<file path="config.mk">
export PLATFORM = sky130hd
export DESIGN_NAME = lifo_nonpreemptive_scheduler
export DESIGN_NICKNAME = d
export VERILOG_FILES = /design/src/rtl/core/lifo_sched_pkg.sv /design/src/rtl/core/lifo_sched_ram.sv /design/src/rtl/core/lifo_sched_dp.sv /design/src/rtl/core/lifo_sched_ctrl.sv /design/src/rtl/core/lifo_nonpreemptive_scheduler.sv
export VERILOG_INCLUDE_DIRS = /design/src /design/src/rtl/core
export SDC_FILE = /design/constraint.sdc
export NUM_CORES = 2
export LEC_CHECK = 0
export ABC_AREA = 1
export BUFFER_PORTS_ARGS = -buffer_cell sky130_fd_sc_hd__buf_4
export CAP_MARGIN = 5
export CORE_MARGIN = 3
export CORE_UTILIZATION = 40
export DETAILED_ROUTE_END_ITERATION = 6
export GPL_TIMING_DRIVEN = 0
export PLACE_DENSITY = 0.57
export SYNTH_ARGS = -nofsm -noshare
export SYNTH_HDL_FRONTEND = slang
export SYNTH_SLANG_ARGS = --single-unit
</file>
<file path="constraint.sdc">
create_clock -name clk -period 16.05 [get_ports clk]
set_clock_uncertainty 0.1 [all_clocks]
set_input_delay 0.8025 -clock clk [delete_from_list [all_inputs] [get_ports clk]]
set_output_delay 0.8025 -clock clk [all_outputs]
set_load 0.03 [all_outputs]
</file>
<file path="src/rtl/core/assert_macros.svh">
// ----------------------------------------------------------------------------
// Assertion macros
// Clocked assertion helpers shared by the scheduler modules.
// ----------------------------------------------------------------------------
// Each macro expects clk and rst_n to be visible where it is used.
`ifndef ASSERT_MACROS_SVH
`define ASSERT_MACROS_SVH

// Clocked implication or expression, checked outside reset.
`define ASSERT_CLK(label, prop, msg) \
  label: assert property (@(posedge clk) disable iff (!rst_n) prop) else $error(msg);

// A condition that must never be true outside reset.
`define ASSERT_NEVER(label, cond, msg) \
  label: assert property (@(posedge clk) disable iff (!rst_n) !(cond)) else $error(msg);

`endif

</file>
<file path="src/rtl/core/lifo_sched_pkg.sv">
// ----------------------------------------------------------------------------
// LIFO scheduler package
// Request and result types, stack entry layout, status codes and the
// controller state encoding.
// ----------------------------------------------------------------------------
package lifo_sched_pkg;

  localparam int STACK_DEPTH_DEF = 16;
  localparam int ENTRY_W         = 64;

  typedef struct packed {
    logic [15:0] job_id;
    logic [31:0] arrival_time;
    logic [15:0] burst_length;
    logic        final_job;
  } in_t;

  typedef struct packed {
    logic [15:0] done_id;
    logic [31:0] completion_time;
    logic [31:0] turnaround;
    logic [31:0] waiting;
    logic [47:0] sum_turnaround;
    logic [47:0] sum_waiting;
    logic        status;
    logic        last_result;
  } out_t;

  // One stacked job.
  typedef struct packed {
    logic [15:0] burst;
    logic [31:0] arrival;
    logic [15:0] id;
  } job_entry_t;

  localparam logic STATUS_DONE = 1'b0;
  localparam logic STATUS_DROP = 1'b1;

  typedef enum logic [2:0] {
    ST_IDLE,
    ST_CHECK,
    ST_DROP,
    ST_DRAIN_CHK,
    ST_POP_RD,
    ST_POP_COMP,
    ST_POP_TAT,
    ST_POP_SUM
  } state_t;

  // Controller to datapath.
  typedef struct packed {
    logic capture;
    logic push;
    logic jump;
    logic pop_rd;
    logic pop_comp;
    logic pop_tat;
    logic pop_sum;
    logic drop;
    logic clear;
    logic last;
  } cmd_t;

  // Datapath to controller.
  typedef struct packed {
    logic cnt_zero;
    logic cnt_full;
    logic time_lt_at;
    logic fin;
    logic out_free;
  } sts_t;

endpackage

</file>
<file path="src/rtl/core/lifo_sched_ram.sv">
// ----------------------------------------------------------------------------
// Generic single-port-write RAM
// One write port and one read port with registered read data.
// ----------------------------------------------------------------------------
module lifo_sched_ram #(
  parameter int WIDTH = 64,
  parameter int DEPTH = 16
) (
  input  logic                     clk,
  input  logic                     we,
  input  logic [$clog2(DEPTH)-1:0] waddr,
  input  logic [WIDTH-1:0]         wdata,
  input  logic                     re,
  input  logic [$clog2(DEPTH)-1:0] raddr,
  output logic [WIDTH-1:0]         rdata
);

  logic [WIDTH-1:0] mem [DEPTH];
  logic [WIDTH-1:0] rdata_r;

  always_ff @(posedge clk) begin
    if (we) begin
      mem[waddr] <= wdata;
    end
    if (re) begin
      rdata_r <= mem[raddr];
    end
  end

  assign rdata = rdata_r;

endmodule

</file>
<file path="src/rtl/core/lifo_sched_dp.sv">
// ----------------------------------------------------------------------------
// LIFO scheduler datapath
// Job stack, current time, batch totals, per-run arithmetic and the result
// register.
// ----------------------------------------------------------------------------
`include "assert_macros.svh"

module lifo_sched_dp import lifo_sched_pkg::*; #(
  parameter int STACK_DEPTH = STACK_DEPTH_DEF
) (
  input  logic clk,
  input  logic rst_n,
  input  in_t  in_data,
  input  cmd_t cmd,
  output sts_t sts,
  output logic out_valid,
  input  logic out_ready,
  output out_t out_data
);

  localparam int CW = $clog2(STACK_DEPTH + 1);
  localparam int AW = $clog2(STACK_DEPTH);

  in_t         job_r;
  logic [CW-1:0] cnt_r, cnt_nxt, cnt_m1;
  logic [31:0] time_r, time_nxt;
  logic [47:0] tot_tat_r, tot_tat_nxt;
  logic [47:0] tot_wt_r, tot_wt_nxt;
  logic        out_valid_r, out_valid_nxt;
  out_t        out_data_r, out_data_nxt;

  logic [31:0] comp_r, comp_nxt;
  logic [32:0] atbt_r, atbt_nxt;
  logic [31:0] tat_r, tat_nxt;
  logic [31:0] wt_r, wt_nxt;

  logic [ENTRY_W-1:0] rdata;
  job_entry_t         wentry, top;
  logic [32:0]        time_sum;
  logic [48:0]        sum_tat, sum_wt;
  logic [47:0]        sat_tat, sat_wt;
  logic               load;

  assign cnt_m1 = cnt_r - CW'(1);
  assign wentry = '{burst: job_r.burst_length, arrival: job_r.arrival_time, id: job_r.job_id};
  assign top    = job_entry_t'(rdata);

  lifo_sched_ram #(
    .WIDTH (ENTRY_W),
    .DEPTH (STACK_DEPTH)
  ) u_stack (
    .clk   (clk),
    .we    (cmd.push),
    .waddr (cnt_r[AW-1:0]),
    .wdata (wentry),
    .re    (cmd.pop_rd),
    .raddr (cnt_m1[AW-1:0]),
    .rdata (rdata)
  );

  // Completion saturates at the top of the 32-bit time range.
  always_comb begin
    time_sum = {1'b0, time_r} + {17'b0, top.burst};
    comp_nxt = time_sum[32] ? '1 : time_sum[31:0];
    atbt_nxt = {1'b0, top.arrival} + {17'b0, top.burst};
  end

  // Waiting is compared against arrival plus burst so both values come from
  // one subtract each and run side by side.
  always_comb begin
    tat_nxt = (comp_r >= top.arrival) ? (comp_r - top.arrival) : '0;
    wt_nxt  = ({1'b0, comp_r} >= atbt_r) ? (comp_r - atbt_r[31:0]) : '0;
  end

  always_comb begin
    sum_tat = {1'b0, tot_tat_r} + {17'b0, tat_r};
    sum_wt  = {1'b0, tot_wt_r} + {17'b0, wt_r};
    sat_tat = sum_tat[48] ? '1 : sum_tat[47:0];
    sat_wt  = sum_wt[48] ? '1 : sum_wt[47:0];
  end

  always_comb begin
    cnt_nxt     = cnt_r;
    time_nxt    = time_r;
    tot_tat_nxt = tot_tat_r;
    tot_wt_nxt  = tot_wt_r;
    if (cmd.push) begin
      cnt_nxt = cnt_r + CW'(1);
    end else if (cmd.pop_rd) begin
      cnt_nxt = cnt_m1;
    end
    if (cmd.jump) begin
      time_nxt = job_r.arrival_time;
    end else if (cmd.pop_tat) begin
      time_nxt = comp_r;
    end else if (cmd.clear) begin
      time_nxt = '0;
    end
    if (cmd.pop_sum) begin
      tot_tat_nxt = sat_tat;
      tot_wt_nxt  = sat_wt;
    end else if (cmd.clear) begin
      tot_tat_nxt = '0;
      tot_wt_nxt  = '0;
    end
  end

  assign load = cmd.pop_sum | cmd.drop;

  always_comb begin
    out_valid_nxt = out_valid_r;
    if (load) begin
      out_valid_nxt = 1'b1;
    end else if (out_ready) begin
      out_valid_nxt = 1'b0;
    end
    if (cmd.drop) begin
      out_data_nxt = '{done_id: job_r.job_id, completion_time: '0, turnaround: '0,
                       waiting: '0, sum_turnaround: tot_tat_r, sum_waiting: tot_wt_r,
                       status: STATUS_DROP, last_result: cmd.last};
    end else begin
      out_data_nxt = '{done_id: top.id, completion_time: time_r, turnaround: tat_r,
                       waiting: wt_r, sum_turnaround: sat_tat, sum_waiting: sat_wt,
                       status: STATUS_DONE, last_result: cmd.last};
    end
  end

  always_ff @(posedge clk) begin
    if (!rst_n) begin
      cnt_r       <= '0;
      time_r      <= '0;
      tot_tat_r   <= '0;
      tot_wt_r    <= '0;
      out_valid_r <= 1'b0;
    end else begin
      cnt_r       <= cnt_nxt;
      time_r      <= time_nxt;
      tot_tat_r   <= tot_tat_nxt;
      tot_wt_r    <= tot_wt_nxt;
      out_valid_r <= out_valid_nxt;
    end
  end

  always_ff @(posedge clk) begin
    if (cmd.capture) begin
      job_r <= in_data;
    end
    if (cmd.pop_comp) begin
      comp_r <= comp_nxt;
      atbt_r <= atbt_nxt;
    end
    if (cmd.pop_tat) begin
      tat_r <= tat_nxt;
      wt_r  <= wt_nxt;
    end
    if (load) begin
      out_data_r <= out_data_nxt;
    end
  end

  assign sts.cnt_zero   = (cnt_r == '0);
  assign sts.cnt_full   = (cnt_r == CW'(STACK_DEPTH));
  assign sts.time_lt_at = (time_r < job_r.arrival_time);
  assign sts.fin        = job_r.final_job;
  assign sts.out_free   = !out_valid_r || out_ready;

  assign out_valid = out_valid_r;
  assign out_data  = out_data_r;

  `ASSERT_NEVER(a_cnt_bound, cnt_r > CW'(STACK_DEPTH), "stack count beyond depth")
  `ASSERT_CLK(a_clear_totals, cmd.clear |=> (tot_tat_r == '0 && tot_wt_r == '0 && time_r == '0), "batch clear failed")

endmodule

</file>
<file path="src/rtl/core/lifo_sched_ctrl.sv">
// ----------------------------------------------------------------------------
// LIFO scheduler controller
// Sequences accept, pop/run, push, drop and final drain of each request.
// ----------------------------------------------------------------------------
`include "assert_macros.svh"

module lifo_sched_ctrl import lifo_sched_pkg::*; (
  input  logic clk,
  input  logic rst_n,
  input  logic in_valid,
  output logic in_ready,
  input  sts_t sts,
  output cmd_t cmd
);

  state_t state_r, state_nxt;
  logic   drain_r, drain_nxt;
  logic   pop_more;

  // Keep running stacked jobs while time is still behind the new arrival.
  assign pop_more = !sts.cnt_zero && sts.time_lt_at;

  always_comb begin
    state_nxt = state_r;
    drain_nxt = drain_r;
    case (state_r)
      ST_IDLE: begin
        drain_nxt = 1'b0;
        if (in_valid) begin
          state_nxt = ST_CHECK;
        end
      end
      ST_CHECK: begin
        if (pop_more) begin
          state_nxt = ST_POP_RD;
        end else if (sts.cnt_full) begin
          state_nxt = ST_DROP;
        end else if (sts.fin) begin
          state_nxt = ST_DRAIN_CHK;
          drain_nxt = 1'b1;
        end else begin
          state_nxt = ST_IDLE;
        end
      end
      ST_DROP: begin
        if (sts.out_free) begin
          state_nxt = sts.fin ? ST_DRAIN_CHK : ST_IDLE;
          drain_nxt = sts.fin;
        end
      end
      ST_DRAIN_CHK: begin
        if (sts.cnt_zero) begin
          state_nxt = ST_IDLE;
          drain_nxt = 1'b0;
        end else begin
          state_nxt = ST_POP_RD;
        end
      end
      ST_POP_RD:   state_nxt = ST_POP_COMP;
      ST_POP_COMP: state_nxt = ST_POP_TAT;
      ST_POP_TAT:  state_nxt = ST_POP_SUM;
      ST_POP_SUM: begin
        if (sts.out_free) begin
          state_nxt = drain_r ? ST_DRAIN_CHK : ST_CHECK;
        end
      end
      default: state_nxt = ST_IDLE;
    endcase
  end

  always_comb begin
    cmd      = '0;
    in_ready = 1'b0;
    case (state_r)
      ST_IDLE: begin
        in_ready    = 1'b1;
        cmd.capture = in_valid;
      end
      ST_CHECK: begin
        cmd.jump = sts.cnt_zero && sts.time_lt_at;
        cmd.push = !pop_more && !sts.cnt_full;
      end
      ST_DROP: begin
        cmd.drop = sts.out_free;
        cmd.last = !sts.fin;
      end
      ST_DRAIN_CHK: begin
        cmd.clear = sts.cnt_zero;
      end
      ST_POP_RD:   cmd.pop_rd   = 1'b1;
      ST_POP_COMP: cmd.pop_comp = 1'b1;
      ST_POP_TAT:  cmd.pop_tat  = 1'b1;
      ST_POP_SUM: begin
        cmd.pop_sum = sts.out_free;
        // Time already holds this run's completion here.
        cmd.last    = drain_r ? sts.cnt_zero : (!sts.fin && !pop_more);
      end
      default: begin
        cmd = '0;
      end
    endcase
  end

  always_ff @(posedge clk) begin
    if (!rst_n) begin
      state_r <= ST_IDLE;
      drain_r <= 1'b0;
    end else begin
      state_r <= state_nxt;
      drain_r <= drain_nxt;
    end
  end

  `ASSERT_CLK(a_pop_nonempty, cmd.pop_rd |-> !sts.cnt_zero, "pop from empty stack")
  `ASSERT_CLK(a_push_room, cmd.push |-> !sts.cnt_full, "push into full stack")
  `ASSERT_CLK(a_emit_free, (cmd.pop_sum || cmd.drop) |-> sts.out_free, "result register overwritten")

endmodule

</file>
<file path="src/rtl/core/lifo_nonpreemptive_scheduler.sv">
// ----------------------------------------------------------------------------
// LIFO non-preemptive job scheduler
// Requests carry a job (id, arrival, burst, final mark) in arrival order.
// Before a job is pushed, stacked jobs are popped and run, newest first,
// while the current time is below its arrival; an empty stack makes time
// jump to the arrival. Each run gives one result with completion,
// turnaround, waiting and the running batch totals. A push to a full stack
// gives a dropped result instead. A final-marked job drains the stack and
// then clears time and totals. The last result of a request is marked.
// Sequence: a request is taken in the idle state and checked/pushed in the
// check state that follows. Every job run steps through a stack read,
// completion add, turnaround/waiting subtract and total add, then a
// recheck of stack and time; a drop and a final drain check each add a
// state of their own.
// The next request is taken once the previous one has issued its last
// result into the output register.
// Reset empties the stack and clears time and totals. A stalled receiver
// holds the result register; the block waits to issue the next result.
// ----------------------------------------------------------------------------
module lifo_nonpreemptive_scheduler import lifo_sched_pkg::*; #(
  parameter int STACK_DEPTH = STACK_DEPTH_DEF
) (
  input  logic clk,
  input  logic rst_n,
  input  logic in_valid,
  output logic in_ready,
  input  in_t  in_data,
  output logic out_valid,
  input  logic out_ready,
  output out_t out_data
);

  cmd_t cmd;
  sts_t sts;

  lifo_sched_ctrl u_ctrl (
    .clk      (clk),
    .rst_n    (rst_n),
    .in_valid (in_valid),
    .in_ready (in_ready),
    .sts      (sts),
    .cmd      (cmd)
  );

  lifo_sched_dp #(
    .STACK_DEPTH (STACK_DEPTH)
  ) u_dp (
    .clk       (clk),
    .rst_n     (rst_n),
    .in_data   (in_data),
    .cmd       (cmd),
    .sts       (sts),
    .out_valid (out_valid),
    .out_ready (out_ready),
    .out_data  (out_data)
  );

endmodule

</file>
==> run metrics <==
Clk pwr share 28.3%; RePlAce Congestion 0.952; number of warnings issued by yosys 0; leak pwr 33.6 nW; maximum VDD drop 0.000103 V; cts bufs inserted 178; Comb power frac 31.6%; commonest cells after routing, fill and taps aside edfxtp_1 (1,492), nand2_1 (1,371), nor2_1 (851); Top FF cell, synth edfxtp_1; sequential power share between 40% and 50%; P per Cell Area 163 nW/um^2; total core area 188,000 um^2; maximum achievable frequency 156 MHz; die width 442 um; Slowest Stage Delay on Critical Path 1070 ps; clk sinks 1,630; I/O Buffers 280; initial antenna violation count 20; Post-DP HPWL between 150 and 200 mm; WP data arrival 6780 ps; clock latency on the worst-skew pair about 860 ps; Worst R2R Start u_dp.cnt_r[0]; initial DRC count approximately 4,900; clock period minus worst slack 6400 ps; total power roughly 15 mW; switching portion of total power 37.9%; CTS tree done; Crit Path Class reg2reg; routed vias 56,612; cell taking the most area after synthesis edfxtp_1; Worst Setup Start Kind flip-flop; RR Endpoint u_dp.u_stack.rdata[62]; most common cell after layout, fill and taps aside edfxtp_1; slowest stage cell, crit path clkbuf_1; clock buffer depth 3; unrepaired setup endpoints after global routing no; Hold Path Depth 1; number of synthesized register bits 1,630; 1st-pass router iterations 5; layout cells sized above 1 11.6%; Place WS 9790 ps; NumNets Final 8,020; largest cells by area after synthesis edfxtp_1 (59%), nand2_1 (6.8%), nor2_1 (4.3%); Slew @ Worst Pin 1420 ps; Initial Utilization about two fifths; number of global-route vias before repair 55,305; CP max FO 12; R2R cell count 14; Worst path most repeated cell buf_2; Worst Hold End u_dp.job_r[30]; Syn Nets 7,421; worst path cell trace buf_2 -> buf_4 -> inv_2 -> buf_2 -> buf_2 -> buf_2 -> ha_1 -> buf_2 -> clkbuf_1 -> clkbuf_1 -> o21ai_0 -> o22ai_1 -> nor2_1 -> o21ai_0; Cells after Synth approximately 7,200; ys async rst share 0%; IO Count 281; top cell type's share of synthesized area 59.0%; DRT Wirelength 264 mm; Mean Syn Cell Area approximately 11 um^2; sw power 5.51 mW; Vias/cell 5.45; Std-Cell Rows about 160; all-layer global routing usage a little over a quarter; Die Area 195,000 um^2; min-delay src in_data[30]; Hold Crit Class in2reg; max-cap viol count 0; GR Overflow Total 0; final hold vios 0; flop2flop setup slack between 9000 and 10,000 ps; number of synthesized flops with an enable pin 1,492; Req. time, crit path 16,430 ps; Mapped Area 75,900 um^2; drt wl/cell 25.4 um; Slew Limit Headroom under 10%; area grow syn2layout 17.5%; htree depth 4; endpoint class of the critical path flip-flop; clock root cell clkbuf_16; DRC Markers 0; clock slew at the register clock pins of the worst setup and hold paths 60 ps; status complete, no violations; final slew viol count 0; post-route ant nets 0; Yosys cell types 66; sequential area share after synthesis 62.7%; Setup Buffers After CTS 0; global-route wire length before repair 377 mm; Die Y 442 um; Pint 9.03 mW; fin worst setup slack slightly below 10,000 ps; largest net degree at the start of global routing 65; final setup fails 0; fin crit share about two fifths; post_cts resized 0
[state kept, by name (all words and copies together), names as in the netlist]
name and flops:
u_ctrl.drain_r 1, u_ctrl.state_r 3, u_dp.atbt_r 33, u_dp.cnt_r 5, u_dp.comp_r 32, u_dp.job_r 64
u_dp.out_data 210, u_dp.out_valid 1, u_dp.sts 1, u_dp.tat_r 32, u_dp.time_r 32, u_dp.tot_tat_r 48
u_dp.tot_wt_r 48, u_dp.u_stack.mem 1024, u_dp.u_stack.rdata 64, u_dp.wt_r 32
[routing by layer]
layer	track usage (%)	vias to the layer above	share of wire [%]	routed length, um
li1	-	26337	-	-
met1	32.9	27694	40	106000
met2	46.8	2063	50	132000
met3	3.84	506	5.8	15400
met4	10.2	12	4.2	11100
met5	0	-	0.030	78
[synth_stat cells, types with 17 or more instances]
| library cell | count |
|---|---|
| a21oi_1 | 294 |
| nand3_2 | 31 |
| clkbuf_1 | 180 |
| o21ai_1 | 138 |
| ha_1 | 196 |
| a31oi_1 | 26 |
| edfxtp_1 | 1492 |
| o22ai_1 | 87 |
| nor2_1 | 866 |
| inv_2 | 43 |
| o21ai_0 | 487 |
| nand4_1 | 62 |
| buf_2 | 85 |
| nand3b_1 | 21 |
| mux2i_1 | 171 |
| o21bai_1 | 18 |
| nand2_2 | 20 |
| xor2_1 | 89 |
| dfxtp_1 | 138 |
| xnor2_1 | 32 |
| o32ai_1 | 64 |
| buf_1 | 20 |
| a21o_1 | 20 |
| nor3_1 | 72 |
| o221ai_1 | 108 |
| nor2_2 | 17 |
| inv_1 | 578 |
| nand3_1 | 305 |
| nand2_1 | 1371 |
[layout make-up]
type | count | area (um^2)
Inverter | 624 | 2350
Antenna cell | 4 | 10.0
Timing Repair Buffer | 419 | 4130
Tap cell | 2495 | 3120
Sequential cell | 1630 | 47600
Clock inverter | 113 | 1280
Multi-Input combinational cell | 4593 | 24800
Clock buffer | 214 | 4620
Fill cell | 17418 | 99000
Buffer | 303 | 1360
[critical path: cells and delay by family (launching register included)]
kind | cells | cell delay [ps]
AOI/OAI and AO/OA | 3 | 1290
adders and majority gates | 1 | 390
buffers and inverters | 9 | 3770
DFF | 1 | 360
and+or+nand+nor | 1 | 70
[worst max path at each step]
| stage | start | endpoint | slack (ps) | depth (start not counted) |
|---|---|---|---|---|
| after floorplan | out_ready | u_dp.out_data[0] | 4050 | 2 |
| after global placement | out_ready | u_dp.out_data[88] | -2010 | 3 |
| after detailed placement | u_dp.cnt_r[0] | u_dp.u_stack.rdata[62] | 9790 | 14 |
| after CTS | u_dp.cnt_r[0] | u_dp.u_stack.rdata[62] | 9780 | 14 |
| after global routing | u_dp.cnt_r[0] | u_dp.u_stack.rdata[62] | 9660 | 14 |
| final | u_dp.cnt_r[0] | u_dp.u_stack.rdata[62] | 9650 | 14 |
[stage by stage]
stage | setup TNS, ps | instance area (um^2) | util, % | instances | hold WS [ps]
floorplan | 0 | 75900 | - | 7150 | 357
global placement | -408520 | 81100 | 43.1 | 9925 | 371
detailed placement | 0 | 82700 | 44.0 | 10009 | 373
CTS | 0 | 89200 | 47.4 | 10390 | 0.621
global route | 0 | 89200 | 47.4 | 10392 | 13.0
finish | 0 | 89200 | 47.4 | 10395 | 46.5
[kinds of logic after synthesis]
| group | count (synthesis) | share of synthesized area [%] |
|---|---|---|
| AOI/OAI and AO/OA | 1286 | 9.87 |
| xor gates and xnor gates | 122 | 1.42 |
| adders and majority gates | 202 | 3.39 |
| buffers and inverters | 927 | 4.87 |
| DFF | 1630 | 62.7 |
| muxes | 171 | 2.26 |
| and+or+nand+nor | 2812 | 15.5 |
[power groups by stage]
| stage | combinational [mW] | sequential (mW) | clock [mW] |
|---|---|---|---|
| after floorplan | 2.47 | 5.91 | 0 |
| after global placement | 4.40 | 6.05 | 0 |
| after detailed placement | 4.54 | 5.92 | 0 |
| after CTS | 4.56 | 5.83 | 4.19 |
| after global routing | 4.93 | 5.87 | 4.36 |
| final | 4.59 | 5.83 | 4.12 |
[timing repair]
action,4_1_cts,5_1_grt
endpoints found under the hold margin,54,0
setup endpoints to repair,0,0
hold buffers,54,0
(Power assumes the default switching activity.)
